## src/hw/rtl/geared_output_angle_tracker_macros.svh

```systemverilog
// Assertion macros used by the geared output angle tracker RTL.
`ifndef GEARED_OUTPUT_ANGLE_TRACKER_MACROS_SVH
`define GEARED_OUTPUT_ANGLE_TRACKER_MACROS_SVH

// Same-cycle implication, checked on clk, off during rst.
`define GOAT_ASSERT_NOW(label, ante, cons, msg) \
  label: assert property (@(posedge clk) disable iff (rst) (ante) |-> (cons)) \
    else $error(msg);

// Next-cycle implication, checked on clk, off during rst.
`define GOAT_ASSERT_NEXT(label, ante, cons, msg) \
  label: assert property (@(posedge clk) disable iff (rst) (ante) |=> (cons)) \
    else $error(msg);

`endif

```

## src/hw/rtl/goat_pkg.sv

```systemverilog
// Package: widths and angle constants for the geared output angle tracker.
`timescale 1ns / 1ps
package goat_pkg;

  localparam int FRAC_BITS = 16;
  localparam int ANGLE_W   = 26;
  localparam int OUT_W     = 25;
  localparam int TURN_W    = 32;
  localparam int RATIO_W   = 16;

  // 360 degrees needs 9 integer bits above the fraction
  localparam int FULLT_W = FRAC_BITS + 9;
  localparam int TOTAL_W = TURN_W + FULLT_W + 1;
  localparam int MAG_W   = TOTAL_W;
  localparam int CNT_W   = $clog2(MAG_W);
  localparam int CMP_W   = ((ANGLE_W + 1) > (FULLT_W + 1)) ? (ANGLE_W + 1) : (FULLT_W + 1);

  localparam longint FULL_TURN_I = longint'(360) << FRAC_BITS;
  localparam longint HALF_TURN_I = longint'(180) << FRAC_BITS;

  localparam logic [FULLT_W-1:0] FULL_TURN = FULLT_W'(FULL_TURN_I);
  localparam logic [FULLT_W-1:0] HALF_TURN = FULLT_W'(HALF_TURN_I);

  localparam logic signed [TURN_W-1:0] TURN_LIM = {1'b0, {(TURN_W-1){1'b1}}};

endpackage

```

## src/hw/rtl/goat_divmod.sv

```systemverilog
// Bit-serial unit: |total| / ratio, quotient bits folded on the fly modulo 360 deg.
`timescale 1ns / 1ps
module goat_divmod (
  input  logic                          clk,
  input  logic                          rst,
  input  logic                          start,
  input  logic [goat_pkg::MAG_W-1:0]    dividend,
  input  logic [goat_pkg::RATIO_W-1:0]  divisor,
  output logic                          done,
  output logic [goat_pkg::FULLT_W-1:0]  modulo
);
  import goat_pkg::*;

  logic                 running;
  logic [CNT_W-1:0]     cnt;
  logic [MAG_W-1:0]     shreg;
  logic [RATIO_W-1:0]   rem;

  logic [RATIO_W:0]     shifted;
  logic                 qbit;
  logic [RATIO_W-1:0]   rem_next;
  logic [FULLT_W:0]     macc_dbl;
  logic [FULLT_W-1:0]   macc_next;

  // one restoring step; the quotient bit feeds the mod-360 accumulator
  always_comb begin
    shifted  = {rem, shreg[MAG_W-1]};
    qbit     = (shifted >= {1'b0, divisor});
    rem_next = qbit ? RATIO_W'(shifted - {1'b0, divisor}) : RATIO_W'(shifted);
    macc_dbl = {modulo, qbit};
    if (macc_dbl >= {1'b0, FULL_TURN}) begin
      macc_next = FULLT_W'(macc_dbl - {1'b0, FULL_TURN});
    end else begin
      macc_next = FULLT_W'(macc_dbl);
    end
  end

  always_ff @(posedge clk) begin
    if (rst) begin
      running <= 1'b0;
      done    <= 1'b0;
    end else begin
      done <= running && !start && (cnt == '0);
      if (start) begin
        running <= 1'b1;
      end else if (running && (cnt == '0)) begin
        running <= 1'b0;
      end
    end
  end

  always_ff @(posedge clk) begin
    if (start) begin
      shreg  <= dividend;
      rem    <= '0;
      modulo <= '0;
      cnt    <= CNT_W'(MAG_W - 1);
    end else if (running) begin
      shreg  <= {shreg[MAG_W-2:0], 1'b0};
      rem    <= rem_next;
      modulo <= macc_next;
      cnt    <= cnt - CNT_W'(1);
    end
  end

endmodule

```

## src/hw/rtl/geared_output_angle_tracker.sv

```systemverilog
// Geared output angle tracker: unwraps motor turns, divides by the ratio, folds the result.
// Sequence per sample: turn update, multiply, magnitude, bit-serial divide, fold, output load.
// A new sample is taken only once the previous result is loaded; the divider sets the pace.
// in_stall is high from acceptance until the result is loaded into the output register.
// Reset (rst, synchronous): gear ratio 1, turn count 0, first sample pending, no result.
// Config writes are taken every cycle (cfg_ready tied high); write only while idle.
`timescale 1ns / 1ps
module geared_output_angle_tracker (
  input  logic                                clk,
  input  logic                                rst,
  // sample channel
  input  logic                                in_valid,
  output logic                                in_stall,
  input  logic signed [goat_pkg::ANGLE_W-1:0] motor_angle,
  // result channel
  output logic                                out_valid,
  input  logic                                out_stall,
  output logic signed [goat_pkg::OUT_W-1:0]   shaft_angle,
  output logic signed [goat_pkg::TURN_W-1:0]  turn_count,
  output logic                                turns_saturated,
  // gear ratio register write
  input  logic                                cfg_valid,
  output logic                                cfg_ready,
  input  logic [goat_pkg::RATIO_W-1:0]        cfg_data
);
  import goat_pkg::*;

`include "geared_output_angle_tracker_macros.svh"

  // sequencer
  localparam logic [2:0] S_IDLE = 3'd0;  // waiting for a sample
  localparam logic [2:0] S_TURN = 3'd1;  // wrap detection, turn count update
  localparam logic [2:0] S_MUL  = 3'd2;  // turns * 360 deg
  localparam logic [2:0] S_ABS  = 3'd3;  // add sample, take magnitude, kick divider
  localparam logic [2:0] S_DIV  = 3'd4;  // divider running
  localparam logic [2:0] S_FOLD = 3'd5;  // fold to (-180,180], load output

  logic [2:0]                 state;
  logic [RATIO_W-1:0]         reduction;
  logic signed [ANGLE_W-1:0]  cur;
  logic signed [ANGLE_W-1:0]  prev_angle;
  logic signed [TURN_W-1:0]   turns;
  logic                       first_pending;
  logic signed [TOTAL_W-1:0]  prod;
  logic                       neg;

  logic                       in_accept;
  logic signed [CMP_W-1:0]    delta;
  logic signed [CMP_W-1:0]    half_cmp;
  logic signed [TOTAL_W-1:0]  prod_next;
  logic signed [TOTAL_W-1:0]  total;
  logic [MAG_W-1:0]           mag;
  logic [RATIO_W-1:0]         divisor;
  logic                       div_start;
  logic                       div_done;
  logic [FULLT_W-1:0]         modulo;
  logic signed [FULLT_W:0]    folded;
  logic                       out_free;
  logic                       out_load;

  assign in_accept = in_valid && !in_stall;
  assign in_stall  = (state != S_IDLE);
  assign cfg_ready = 1'b1;
  assign out_free  = !out_valid || !out_stall;
  assign out_load  = (state == S_FOLD) && out_free;

  // zero ratio behaves as one
  assign divisor   = (reduction == '0) ? RATIO_W'(1) : reduction;
  assign div_start = (state == S_ABS);

  always_comb begin
    delta     = CMP_W'(cur) - CMP_W'(prev_angle);
    half_cmp  = $signed(CMP_W'({1'b0, HALF_TURN}));
    prod_next = TOTAL_W'(turns) * $signed(TOTAL_W'(FULL_TURN));
    total     = prod + TOTAL_W'(cur);
    mag       = total[TOTAL_W-1] ? MAG_W'(-total) : MAG_W'(total);
    // truncating remainder keeps the dividend's sign, then fold the half-open range
    if (!neg) begin
      if (modulo > HALF_TURN) begin
        folded = $signed({1'b0, modulo}) - $signed({1'b0, FULL_TURN});
      end else begin
        folded = $signed({1'b0, modulo});
      end
    end else begin
      if (modulo >= HALF_TURN) begin
        folded = $signed({1'b0, FULL_TURN}) - $signed({1'b0, modulo});
      end else begin
        folded = -$signed({1'b0, modulo});
      end
    end
  end

  goat_divmod u_divmod (
    .clk      (clk),
    .rst      (rst),
    .start    (div_start),
    .dividend (mag),
    .divisor  (divisor),
    .done     (div_done),
    .modulo   (modulo)
  );

  // gear ratio register
  always_ff @(posedge clk) begin
    if (rst) begin
      reduction <= RATIO_W'(1);
    end else if (cfg_valid && cfg_ready) begin
      reduction <= cfg_data;
    end
  end

  // control and tracked state
  always_ff @(posedge clk) begin
    if (rst) begin
      state         <= S_IDLE;
      prev_angle    <= '0;
      turns         <= '0;
      first_pending <= 1'b1;
      out_valid     <= 1'b0;
    end else begin
      if (out_load) begin
        out_valid <= 1'b1;
      end else if (out_valid && !out_stall) begin
        out_valid <= 1'b0;
      end
      case (state)
        S_IDLE: begin
          if (in_accept) begin
            state <= S_TURN;
          end
        end
        S_TURN: begin
          // first sample only records; later ones count wraps, saturating
          if (first_pending) begin
            first_pending <= 1'b0;
          end else if (delta > half_cmp) begin
            if (turns > -TURN_LIM) begin
              turns <= turns - TURN_W'(1);
            end
          end else if (delta < -half_cmp) begin
            if (turns < TURN_LIM) begin
              turns <= turns + TURN_W'(1);
            end
          end
          prev_angle <= cur;
          state      <= S_MUL;
        end
        S_MUL: begin
          state <= S_ABS;
        end
        S_ABS: begin
          state <= S_DIV;
        end
        S_DIV: begin
          if (div_done) begin
            state <= S_FOLD;
          end
        end
        S_FOLD: begin
          // hold here while an older result is still waiting
          if (out_free) begin
            state <= S_IDLE;
          end
        end
        default: begin
          state <= S_IDLE;
        end
      endcase
    end
  end

  // datapath registers
  always_ff @(posedge clk) begin
    if (in_accept) begin
      cur <= motor_angle;
    end
    if (state == S_MUL) begin
      prod <= prod_next;
    end
    if (state == S_ABS) begin
      neg <= total[TOTAL_W-1];
    end
    if (out_load) begin
      shaft_angle     <= OUT_W'(folded);
      turn_count      <= turns;
      turns_saturated <= (turns == TURN_LIM) || (turns == -TURN_LIM);
    end
  end

  // checks
  `GOAT_ASSERT_NEXT(a_busy_after_accept, in_accept, in_stall,
                    "sample channel not stalled after a transaction")
  `GOAT_ASSERT_NOW(a_done_in_div, div_done, state == S_DIV,
                   "divider finished outside the divide phase")
  `GOAT_ASSERT_NEXT(a_turns_only_in_turn, state != S_TURN, $stable(turns),
                    "turn count moved outside the update phase")
  `GOAT_ASSERT_NOW(a_sat_flag, out_valid,
                   turns_saturated == ((turn_count == TURN_LIM) || (turn_count == -TURN_LIM)),
                   "saturation flag disagrees with turn count")
  `GOAT_ASSERT_NOW(a_angle_range, out_valid,
                   (shaft_angle <= $signed(OUT_W'(HALF_TURN))) &&
                   (shaft_angle > -$signed(OUT_W'(HALF_TURN))),
                   "shaft angle out of the half-open range")

endmodule

```

## config.mk

```make
export PLATFORM = sky130hd
export DESIGN_NAME = geared_output_angle_tracker
export DESIGN_NICKNAME = d
export VERILOG_FILES = /design/src/hw/rtl/goat_pkg.sv /design/src/hw/rtl/goat_divmod.sv /design/src/hw/rtl/geared_output_angle_tracker.sv
export VERILOG_INCLUDE_DIRS = /design/src /design/src/hw/rtl
export SDC_FILE = /design/constraint.sdc
export NUM_CORES = 1
export LEC_CHECK = 0
export BUFFER_PORTS_ARGS = -buffer_cell sky130_fd_sc_hd__buf_2
export CAP_MARGIN = 20
export CORE_AREA = 2 2 268 191
export CTS_CLUSTER_SIZE = 40
export DETAILED_ROUTE_END_ITERATION = 8
export DIE_AREA = 0 0 270 193
export PLACE_DENSITY = 0.63
export SLEW_MARGIN = 20
export SYNTH_ARGS = -nofsm -noshare
export SYNTH_HDL_FRONTEND = slang
export SYNTH_SLANG_ARGS = --single-unit
export TNS_END_PERCENT = 5
```

## constraint.sdc

```tcl
create_clock -name clk -period 8.5 [get_ports clk]
set_input_delay 0.85 -clock clk [delete_from_list [all_inputs] [get_ports clk]]
set_output_delay 0.85 -clock clk [all_outputs]
set_load 0.005 [all_outputs]
```

-- After elaboration in Yosys (flattened, before gate mapping)
Cells that the tools add are included.
- reduce and logical (&&, ||, !) cells: 23
- muxes and demuxes: 21
- eq/ne operators: 11
- $lt $le $gt $ge: 8
- bitwise logic cells: 1
- add/subtract/negate cells: 11
- multiply operators: 1
- operators with widths (kind ; count):
    58-bit two-way mux ; 3
    32-bit two-way mux ; 4
    25-bit two-way mux ; 4
    32-bit == test (second input constant) ; 2
    58-bit by 26-bit adder with 58-bit output ; 1
    58-bit negation ; 1
    25-bit subtractor (second input constant) ; 2
    32-bit by 7-bit multiplier with 39-bit output (second input constant) ; 1
    32-bit by 2-bit adder with 32-bit output (second input constant) ; 1
    32-bit greater-than comparator (second input constant) ; 1
    32-bit less-than comparator (second input constant) ; 1
    16-bit two-way mux ; 2
    32-bit by 2-bit subtractor with 32-bit output (second input constant) ; 1
    27-bit by 25-bit greater-than comparator with 1-bit output (second input constant) ; 1
    27-bit by 25-bit less-than comparator with 1-bit output (second input constant) ; 1
    26-bit by 26-bit subtractor with 27-bit output ; 1
    26-bit by 25-bit greater-or-equal comparator with 1-bit output (second input constant) ; 1
    25-bit by 24-bit greater-or-equal comparator with 1-bit output (second input constant) ; 1
    25-bit by 24-bit greater-than comparator with 1-bit output (second input constant) ; 1
    25-bit negation ; 1
    25-bit subtractor (first input constant) ; 1
    3-bit case mux with 6 select lines ; 1
    17-bit by 16-bit greater-or-equal comparator with 1-bit output ; 1
    16-bit zero test ; 1
    19 further kinds ; 41
- bits of input ports: 47
- logic and storage cells: 94
- output and inout port bits: 61
- bits in registers: 310

-- Logic depth before layout (Yosys ltp)
Gate-level depths: netlist (run 1).
- depth after elaboration: 5
- depth in mapped cells: 28
- depth with buffers taken out: 26

-- Modules after synthesis
A second synthesis (run 1) with hierarchy kept.
- cells, all modules: 2657
- area total of the unflattened synthesis: 24579.8 µm²
- modules (own cells, without submodules) (module ; cells an instance ; seq. area each (µm²) ; instances ; area an instance (µm²)):
    geared_output_angle_tracker ; 2155 ; 5305.1 ; 1 ; 18985.7
    goat_divmod ; 502 ; 2722.6 ; 1 ; 5594.1

-- Worst setup path before layout (run 1)
OpenSTA, ideal clock, no wires.
- path type: reg-to-reg
- start point: register cur[0]
- end point: register turns[31]
- data required time: 8.436 ns
- setup slack: 0.907 ns
- stages on the path, launching flop included: 28
- arrival: 7.529 ns
- library setup time: 0.064 ns
- period minus slack after synthesis: 7.593 ns
- buffers on the path: 1
- path through: edfxtp_1 inv_1 ha_1 inv_1 fa_1 a21o_1 a221oi_2 o211ai_2 nand4_1 and2_1 buf_2 xnor2_1 o41ai_2 a211oi_2 o21ai_0 a21boi_0 ha_1 a222oi_1 nor4b_1 and2_1 a2111oi_0 o2111a_1 o31a_1 o21ba_2 a31o_2 nor3_1 nand3_1 nand4_1
- word-level cells in the longest chain between the ends: 4
- elaborated cells between the ends (all ways): 8
- classes of those cells: add/sub (1); order compare (2); eq/ne (1); mux (1); reduce/logical (3)
- RTL lines (element ; line ; text):
    start, declared ; geared_output_angle_tracker.sv:40 ; logic signed [ANGLE_W-1:0] cur;
    start signal, assigned ; geared_output_angle_tracker.sv:175 ; cur <= motor_angle;
    26-bit by 26-bit subtractor with 27-bit output * ; geared_output_angle_tracker.sv:72 ; delta = CMP_W'(cur) - CMP_W'(prev_angle);
    27-bit by 25-bit greater-than comparator with 1-bit output / 27-bit by 25-bit less-than comparator with 1-bit output (equally long branches) ; geared_output_angle_tracker.sv:136, geared_output_angle_tracker.sv:140 ;
    2-bit by 1-bit inequality test with 1-bit output (no line) / 2-bit nonzero test (equally long branches) ; n/a ;
    5-bit AND reduction (no line) ; n/a ;
    end signal, assigned ; geared_output_angle_tracker.sv:138 ; turns <= turns - TURN_W'(1);
    end signal, assigned ; geared_output_angle_tracker.sv:142 ; turns <= turns + TURN_W'(1);
    end, declared ; geared_output_angle_tracker.sv:42 ; logic signed [TURN_W-1:0] turns;
Every way passes the cells marked *; elsewhere a longest branch is shown, timed or not.
A chain may end at the register's enable or synchronous reset.

-- Worst setup path in the final report (run 1)
- start point: register cur[0]
- end point: register turns[30]
The elaborated chain is that of the path after synthesis.

==> flow_summary_export.csv, run 1 <==
group,metric,value,unit
run_status,status,"finished clean",
yosys,syn_nets,3053,
yosys,syn_inst,2698,
finish,stdcell_area,26800,um^2
power_and_ir_drop,power_density,226,nW/um^2
yosys,synthArstFlopShare,0,%
place,place_area,25600,um^2
setup_path,max_stage_delay,850,ps
detailed_routing,drtIter0Drc,1467,
detailed_routing,finalWirelength,61800,um
die,die_w,270,um
yosys,synthFlopType,"edfxtp_1",
power_and_ir_drop,peakVddDrop,0.175,mV
setup_path,cp-start-kind,"flop",
timing,relSlewSlack,28.9,%
timing,drv_slew,0,
detailed_routing,ant_nets,0,
yosys,ys.warnings.count,0,
yosys,synth-seq-cells,310,
cts,cts.sinks,310,
timing,tightest_slew,1070,ps
worst_hold_path,worstHoldPathType,"flop to flop",
finish,postLayoutCoreUtil,53.8,%
global_routing,grt_pass1_vias,18600,
setup_path,cp.required,8990,ps
cts,postCtsHoldBufs,0,
detailed_routing,wl_per_cell,17.9,um
cts,cts_tree,"built",
timing,period_share,88.7,%
global_routing,grt_pass1_wl,99900,um
place,globalplace.congestion,0.955,
worst_hold_path,whs_endpoint,"prev_angle[1]$_SDFFE_PP0P_",
setup_path,critPathTopFamily,"compound AO/OA/AOI/OAI gates",
timing,fin_setup_tns,0,ps
yosys,synth_area_leader_cell,"edfxtp_1",
run,maxCapViolations,0,
die,core-area,49800,um^2
place,placed_cells,3394,
setup_path,crit_path_max_fanout,27,
setup_path,end_kind,"flop",
cts,cts_resized,0,
die,die_y,193,um
place,dp_hpwl,46100,um
setup_path,critical_path_class,"flop to flop",
cts,clkSlewWorstSetupHoldPaths,60,ps
detailed_routing,vias,19800,
setup_path,cp.arrival,8030,ps
worst_hold_path,holdPathStages,2,
timing,worst_hold_slack,455,ps
die,rows,69,
finish,final_cells,3458,
global_routing,grt_max_degree,90,
yosys,avgSynthCellArea,9.08,um^2
setup_path,regToRegSetupSlack,960,ps
power_and_ir_drop,power.leakage,11.5,nW
cts,cts_setup_buffers,0,
detailed_routing,vias_per_cell,5.72,
timing,fmax,133,MHz
detailed_routing,dr.pass1.iters,5,
die,num_io_pins,108,
global_routing,overflow,0,
setup_path,startpoint,"cur[0]$_DFFE_PP_",
global_routing,grt_antenna_before_repair,1,
cts,cts_htree_levels,2,
global_routing,grt_usage,23.5,%
timing,setup_viol,0,
cts,cts_buffers,35,
timing,rsz0062_at_grt,"no",
finish,diodes,0,
die,fp.dieArea,52100,um^2
yosys,synth_seq_area_share,32.8,%
timing,finClkSkew,20.2,ps
setup_path,reg2regPathDepth,27,
finish,area_growth,9.37,%
detailed_routing,drc,0,
finish,nNetsFinal,3112,
worst_hold_path,hold_start,"prev_angle[1]$_SDFFE_PP0P_",
die,start_util,49.2,%
yosys,yosysTopAreaCellShare,22.3,%
place,portBuffers,106,
setup_path,cpMostUsedCell,"o21ai_0",
yosys,synth_cell_types,101,
cts,clk_latency,570,ps
yosys,synth_edf_count,182,
yosys,synthTopCellsByArea,"edfxtp_1 22%, ha_1 12%, dfxtp_1 10%",
cts,clk_path_buf_depth,3,
cts,root_buffer,"clkbuf_16",
timing,hold_viol_final,0,
yosys,netlist_area,24500,um^2
timing,period_minus_slack,7540,ps
setup_path,crit_buf_inv,3,
setup_path,r2r_end,"turns[30]$_SDFFE_PP0P_",
setup_path,worstReg2RegStart,"cur[0]$_DFFE_PP_",
finish,layout-drive-gt1-share,9.23,%
setup_path,crit_path_top_delay_cell,"a2111oi_0",
==> power breakdown <==
part | switching (W) | internal [W] | total (W)
clock | 0.000667 | 0.000915 | 0.00158
combinational | 0.00150 | 0.00103 | 0.00254
sequential | 0.000153 | 0.00178 | 0.00194
total | 0.00233 | 0.00373 | 0.00606
==> flip-flops by register name, indices dropped and copies added, names as in the netlist, 3 cells and up <==
signal / count
u_divmod.shreg: 58
turns: 32
prev_angle: 26
prod: 39
u_divmod.modulo: 25
turn_count: 32
cur: 26
reduction: 16
shaft_angle: 25
u_divmod.cnt: 6
u_divmod.rem: 16
state: 3
==> metal layers <==
layer  up-vias  routed length (um)  GRT usage (%)  part of all wire [%]
li1       9810                   -              -                     -
met1      9424               32400           36.3                    52
met2       462               25000           34.3                    40
met3        81                3380           3.65                   5.5
met4         2                1040           4.94                   1.7
met5         -                  13              0                 0.021
==> Yosys cell counts (8+ instances only) <==
cell,number
xor2_1,60
o21ai_0,165
o211ai_1,15
a31oi_1,24
dfxtp_1,128
a211oi_1,21
nand4_1,52
nor3_1,40
nand2_1,233
a21boi_0,11
nand3_1,46
a21oi_1,199
o31ai_2,9
a21o_1,67
or4_1,8
inv_1,285
a2111oi_0,8
and2_1,24
xnor2_1,135
o21a_1,14
buf_2,13
o2111ai_1,8
fa_1,64
o31ai_1,31
mux2i_1,50
nor2b_1,18
o21ai_1,12
and3_1,22
or3_1,14
ha_1,244
o21bai_1,16
clkbuf_1,78
a311o_1,13
nor2_1,161
or2_2,15
nand2b_1,28
nor4_1,19
edfxtp_1,182
==> worst max path at each step <==
stage | endpoint | slack (ps) | depth (start not counted)
after floorplan | turns[31]$_SDFFE_PP0P_ | 910 | 27
after global placement | turns[30]$_SDFFE_PP0P_ | 1550 | 27
after detailed placement | turns[30]$_SDFFE_PP0P_ | 1160 | 27
after CTS | turns[30]$_SDFFE_PP0P_ | 1100 | 27
after global routing | turns[30]$_SDFFE_PP0P_ | 420 | 27
final | turns[30]$_SDFFE_PP0P_ | 960 | 27
==> placed cells by master (no fill, tap or decap), types with 67 or more instances in the layout <==
cell        n
o21ai_0   165
ha_1      244
nor2_1    160
buf_2     105
inv_1     285
dfxtp_1   127
xnor2_1   134
nand2_1   233
a21oi_1   198
edfxtp_1  182
a21o_1     67
==> worst reg2reg max path, cell delays in order (launching register included) <==
cell and delay (ps):
edfxtp_1 420, inv_1 130, ha_1 170, inv_1 50, fa_1 400, a21o_1 220, a221oi_2 340, o211ai_2 180
nand4_1 180, and2_1 290, xnor2_1 220, o41ai_2 150, a211oi_2 460, o21ai_0 200, a21boi_2 400, buf_4 410
ha_1 290, o21ai_0 140, o21ai_0 260, a21oi_1 160, o21ai_0 530, a41oi_1 240, a2111oi_0 850, o21ai_0 210
nor2b_1 180, xnor2_1 130, o31ai_1 90, a21oi_1 170
==> stage by stage <==
step | setup WS (ps) | total power [W]
after global routing | 424 | 0.00650
after CTS | 1100 | 0.00608
final | 962 | 0.00606
after floorplan | 907 | 0.00391
after global placement | 1550 | 0.00440
after detailed placement | 1160 | 0.00446
==> logic make-up after synthesis <==
kind of cell,share of synthesized area (%)
AOI/OAI and AO/OA,19.8
and+or+nand+nor,14.4
buffers and inverters,6.16
DFF,32.8
adders and majority gates,17.7
xor gates and xnor gates,6.97
muxes,2.23
other,0.0153
==> area by class of cell <==
class | instances | area, um^2
Clock buffer | 45 | 976
Multi-Input combinational cell | 2000 | 15000
Inverter | 288 | 1080
Timing Repair Buffer | 122 | 653
Clock inverter | 19 | 211
Tap cell | 674 | 843
Fill cell | 4546 | 23000
Sequential cell | 310 | 8030
(Power assumes the default switching activity.)
==> run 2: changes to the inputs <==
--- a/config.mk
+++ b/config.mk
@@ -6,12 +6,13 @@
 export SDC_FILE = /design/constraint.sdc
 export NUM_CORES = 1
 export LEC_CHECK = 0
+export ABC_AREA = 1
 export BUFFER_PORTS_ARGS = -buffer_cell sky130_fd_sc_hd__buf_2
 export CAP_MARGIN = 20
-export CORE_AREA = 2 2 268 191
+export CORE_AREA = 2 2 272 194
 export CTS_CLUSTER_SIZE = 40
 export DETAILED_ROUTE_END_ITERATION = 8
-export DIE_AREA = 0 0 270 193
+export DIE_AREA = 0 0 274 196
 export PLACE_DENSITY = 0.63
 export SLEW_MARGIN = 20
 export SYNTH_ARGS = -nofsm -noshare
==> run 2 against run 1 <==
  * Synthesized cell count increased by 26%
  * Register-to-register slack gained 2400 ps
  * Design area grew 3.7%
  * Global-route usage rose by 3.0 points
  * First-iteration DRC count grew 21%
  * Die area increased by 3.1%
  * Clock-buffer cell count shrank 3
  * Critical path depth increased by 3
  * Clock power grew 3%
  * Critical path type unchanged
  * Power is 67% higher
  * Largest power group unchanged
==> flow_summary_export.csv, run 2 <==
group,metric,value,unit
yosys,synth-seq-cells,310,
global_routing,grt_pass1_vias,21200,
worst_hold_path,worstHoldPathType,"flop to flop",
timing,period_share,60.8,%
die,core-area,51300,um^2
finish,postLayoutCoreUtil,54.2,%
yosys,synthTopCellsByArea,"edfxtp_1 22%, ha_1 12%, nand2_1 12%",
detailed_routing,finalWirelength,70600,um
cts,cts.sinks,310,
timing,rsz0062_at_grt,"no",
yosys,synthArstFlopShare,0,%
setup_path,startpoint,"cur[0]$_DFFE_PP_",
die,start_util,49.3,%
yosys,synth_cell_types,60,
run_status,status,"finished clean",
timing,period_minus_slack,5160,ps
setup_path,cp.arrival,5660,ps
setup_path,end_kind,"flop",
finish,biggestRegsByFlops,"u_divmod.shreg x58, prod x39",
die,rows,70,
finish,layout-drive-gt1-share,7.79,%
yosys,synth_area_leader_cell,"edfxtp_1",
cts,cts_htree_levels,2,
setup_path,cp-start-kind,"flop",
setup_path,crit_path_top_delay_cell,"fa_1",
power_and_ir_drop,power_density,363,nW/um^2
cts,cts_resized,0,
finish,regMostFlops,"u_divmod.shreg",
global_routing,grt_usage,26.4,%
cts,cts_tree,"built",
power_and_ir_drop,power.leakage,13.7,nW
yosys,netlist_area,25300,um^2
timing,fmax,194,MHz
finish,largest_reg_flops,58,
cts,clkSlewWorstSetupHoldPaths,60,ps
yosys,ys.warnings.count,0,
worst_hold_path,hold_start,"first_pending$_SDFFE_PP1P_",
place,portBuffers,106,
setup_path,critical_path_class,"flop to flop",
cts,clk_latency,570,ps
yosys,synthFlopType,"edfxtp_1",
yosys,synth.most_common_cell,"nand2_1",
timing,tightest_slew,967,ps
setup_path,cpMostUsedCell,"nand2_1",
timing,finClkSkew,17.4,ps
place,placed_cells,4159,
detailed_routing,dr.pass1.iters,6,
global_routing,grt_pass1_wl,113000,um
finish,final_common_cell,"nand2_1",
detailed_routing,drtIter0Drc,1778,
setup_path,max_stage_delay,430,ps
setup_path,crit_path_max_fanout,32,
die,die_w,274,um
yosys,avgSynthCellArea,7.42,um^2
finish,area_growth,9.96,%
power_and_ir_drop,total_power,0.0101,W
power_and_ir_drop,peakVddDrop,0.231,mV
yosys,synth_edf_count,182,
detailed_routing,drc,0,
setup_path,cp.required,8990,ps
die,die_y,196,um
timing,worst_hold_slack,451,ps
detailed_routing,vias_per_cell,5.29,
die,num_io_pins,108,
cts,clk_path_buf_depth,3,
global_routing,grt_antenna_before_repair,3,
timing,drv_slew,0,
yosys,synth_seq_area_share,31.8,%
yosys,syn_inst,3408,
die,fp.dieArea,53700,um^2
timing,relSlewSlack,35.5,%
cts,cts_buffers,36,
detailed_routing,vias,22400,
global_routing,overflow,0,
cts,root_buffer,"clkbuf_16",
timing,fin_setup_tns,0,ps
yosys,yosysTopAreaCellShare,21.6,%
place,dp_hpwl,56100,um
yosys,syn_nets,3763,
cts,postCtsHoldBufs,0,
detailed_routing,ant_nets,0,
global_routing,grt_max_degree,81,
finish,layout_common_cells,"805 x nand2_1, 553 x inv_1, 331 x nor2_1, 244 x ha_1, 220 x a21oi_1",
run,maxCapViolations,0,
yosys,synth_commonest_cells,"805 x nand2_1, 555 x inv_1, 334 x nor2_1",
timing,hold_viol_final,0,
place,globalplace.congestion,0.957,
setup_path,worstReg2RegStart,"cur[0]$_DFFE_PP_",
finish,final_cells,4228,
detailed_routing,wl_per_cell,16.7,um
finish,nNetsFinal,3868,
timing,setup_viol,0,
cts,cts_setup_buffers,0,
## run 2: cell types whose count changed after synthesis, moves of 39 or more
cell,previous run,this run
a21o_1,67,10
clkbuf_1,78,39
inv_1,285,555
mux2i_1,50,0
nand2_1,233,805
nand3_1,46,137
nor2_1,161,334
o21ai_0,165,207
xnor2_1,135,51
xor2_1,60,100
## run 2: cell type report
cell class / instances / area [um^2]
Fill cell: 4952 / 23500
Multi-Input combinational cell: 2468 / 14900
Sequential cell: 310 / 8030
Inverter: 575 / 2160
Clock buffer: 42 / 953
Tap cell: 684 / 856
Timing Repair Buffer: 122 / 651
Clock inverter: 24 / 270
Antenna cell: 3 / 7.51
## run 2: cells by family (layout without fill, tap and decap cells)
family | after synthesis | count (layout) | share of synthesized area [%]
other | 1 | 4 | 0.0148
adders and majority gates | 308 | 308 | 17.1
xor gates and xnor gates | 153 | 153 | 5.40
DFF | 310 | 310 | 31.8
and+or+nand+nor | 1448 | 1448 | 24.0
AOI/OAI and AO/OA | 558 | 558 | 12.2
buffers and inverters | 630 | 763 | 9.52
## run 2: routing by layer
metal	vias up	routed length [um]	global-route usage (%)	part of all wire (%)
li1	11300	-	-	-
met1	10300	35800	40.7	51
met2	638	29400	39.1	42
met3	76	4170	3.38	5.9
met4	0	1210	5.74	1.7
met5	-	0	0	0
## run 2: worst max-delay path, delay by kind of cell (launching register included)
family | cells | cell delay (ps)
AO/OA/AOI/OAI | 8 | 1440
XOR/XNOR | 1 | 180
buffers and inverters | 4 | 670
adder cells (fa/ha/maj) | 3 | 980
flip-flops | 1 | 390
AND/OR/NAND/NOR | 14 | 1430
## run 2: power breakdown
| group | switching, W | leakage (nW) | internal, W |
|---|---|---|---|
| combinational | 0.00409 | 10.3 | 0.00204 |
| clock | 0.000686 | 0.603 | 0.000939 |
| sequential | 0.000288 | 2.73 | 0.00206 |
| total | 0.00507 | 13.7 | 0.00504 |
## run 2: final timing paths
check | to | slack [ps] | cells past startpoint
setup reg to reg | turns[22]$_SDFFE_PP0P_ | 3340 | 30
hold / removal | first_pending$_SDFFE_PP1P_ | 450 | 2
setup / recovery | turns[22]$_SDFFE_PP0P_ | 3340 | 30
hold reg to reg | first_pending$_SDFFE_PP1P_ | 450 | 2
## run 2: through the flow
step	area [um^2]	setup WS, ps
CTS	27800	3370
floorplan	25300	3460
detailed placement	26600	3400
finish	27800	3340
global route	27800	2710
global placement	26600	3560
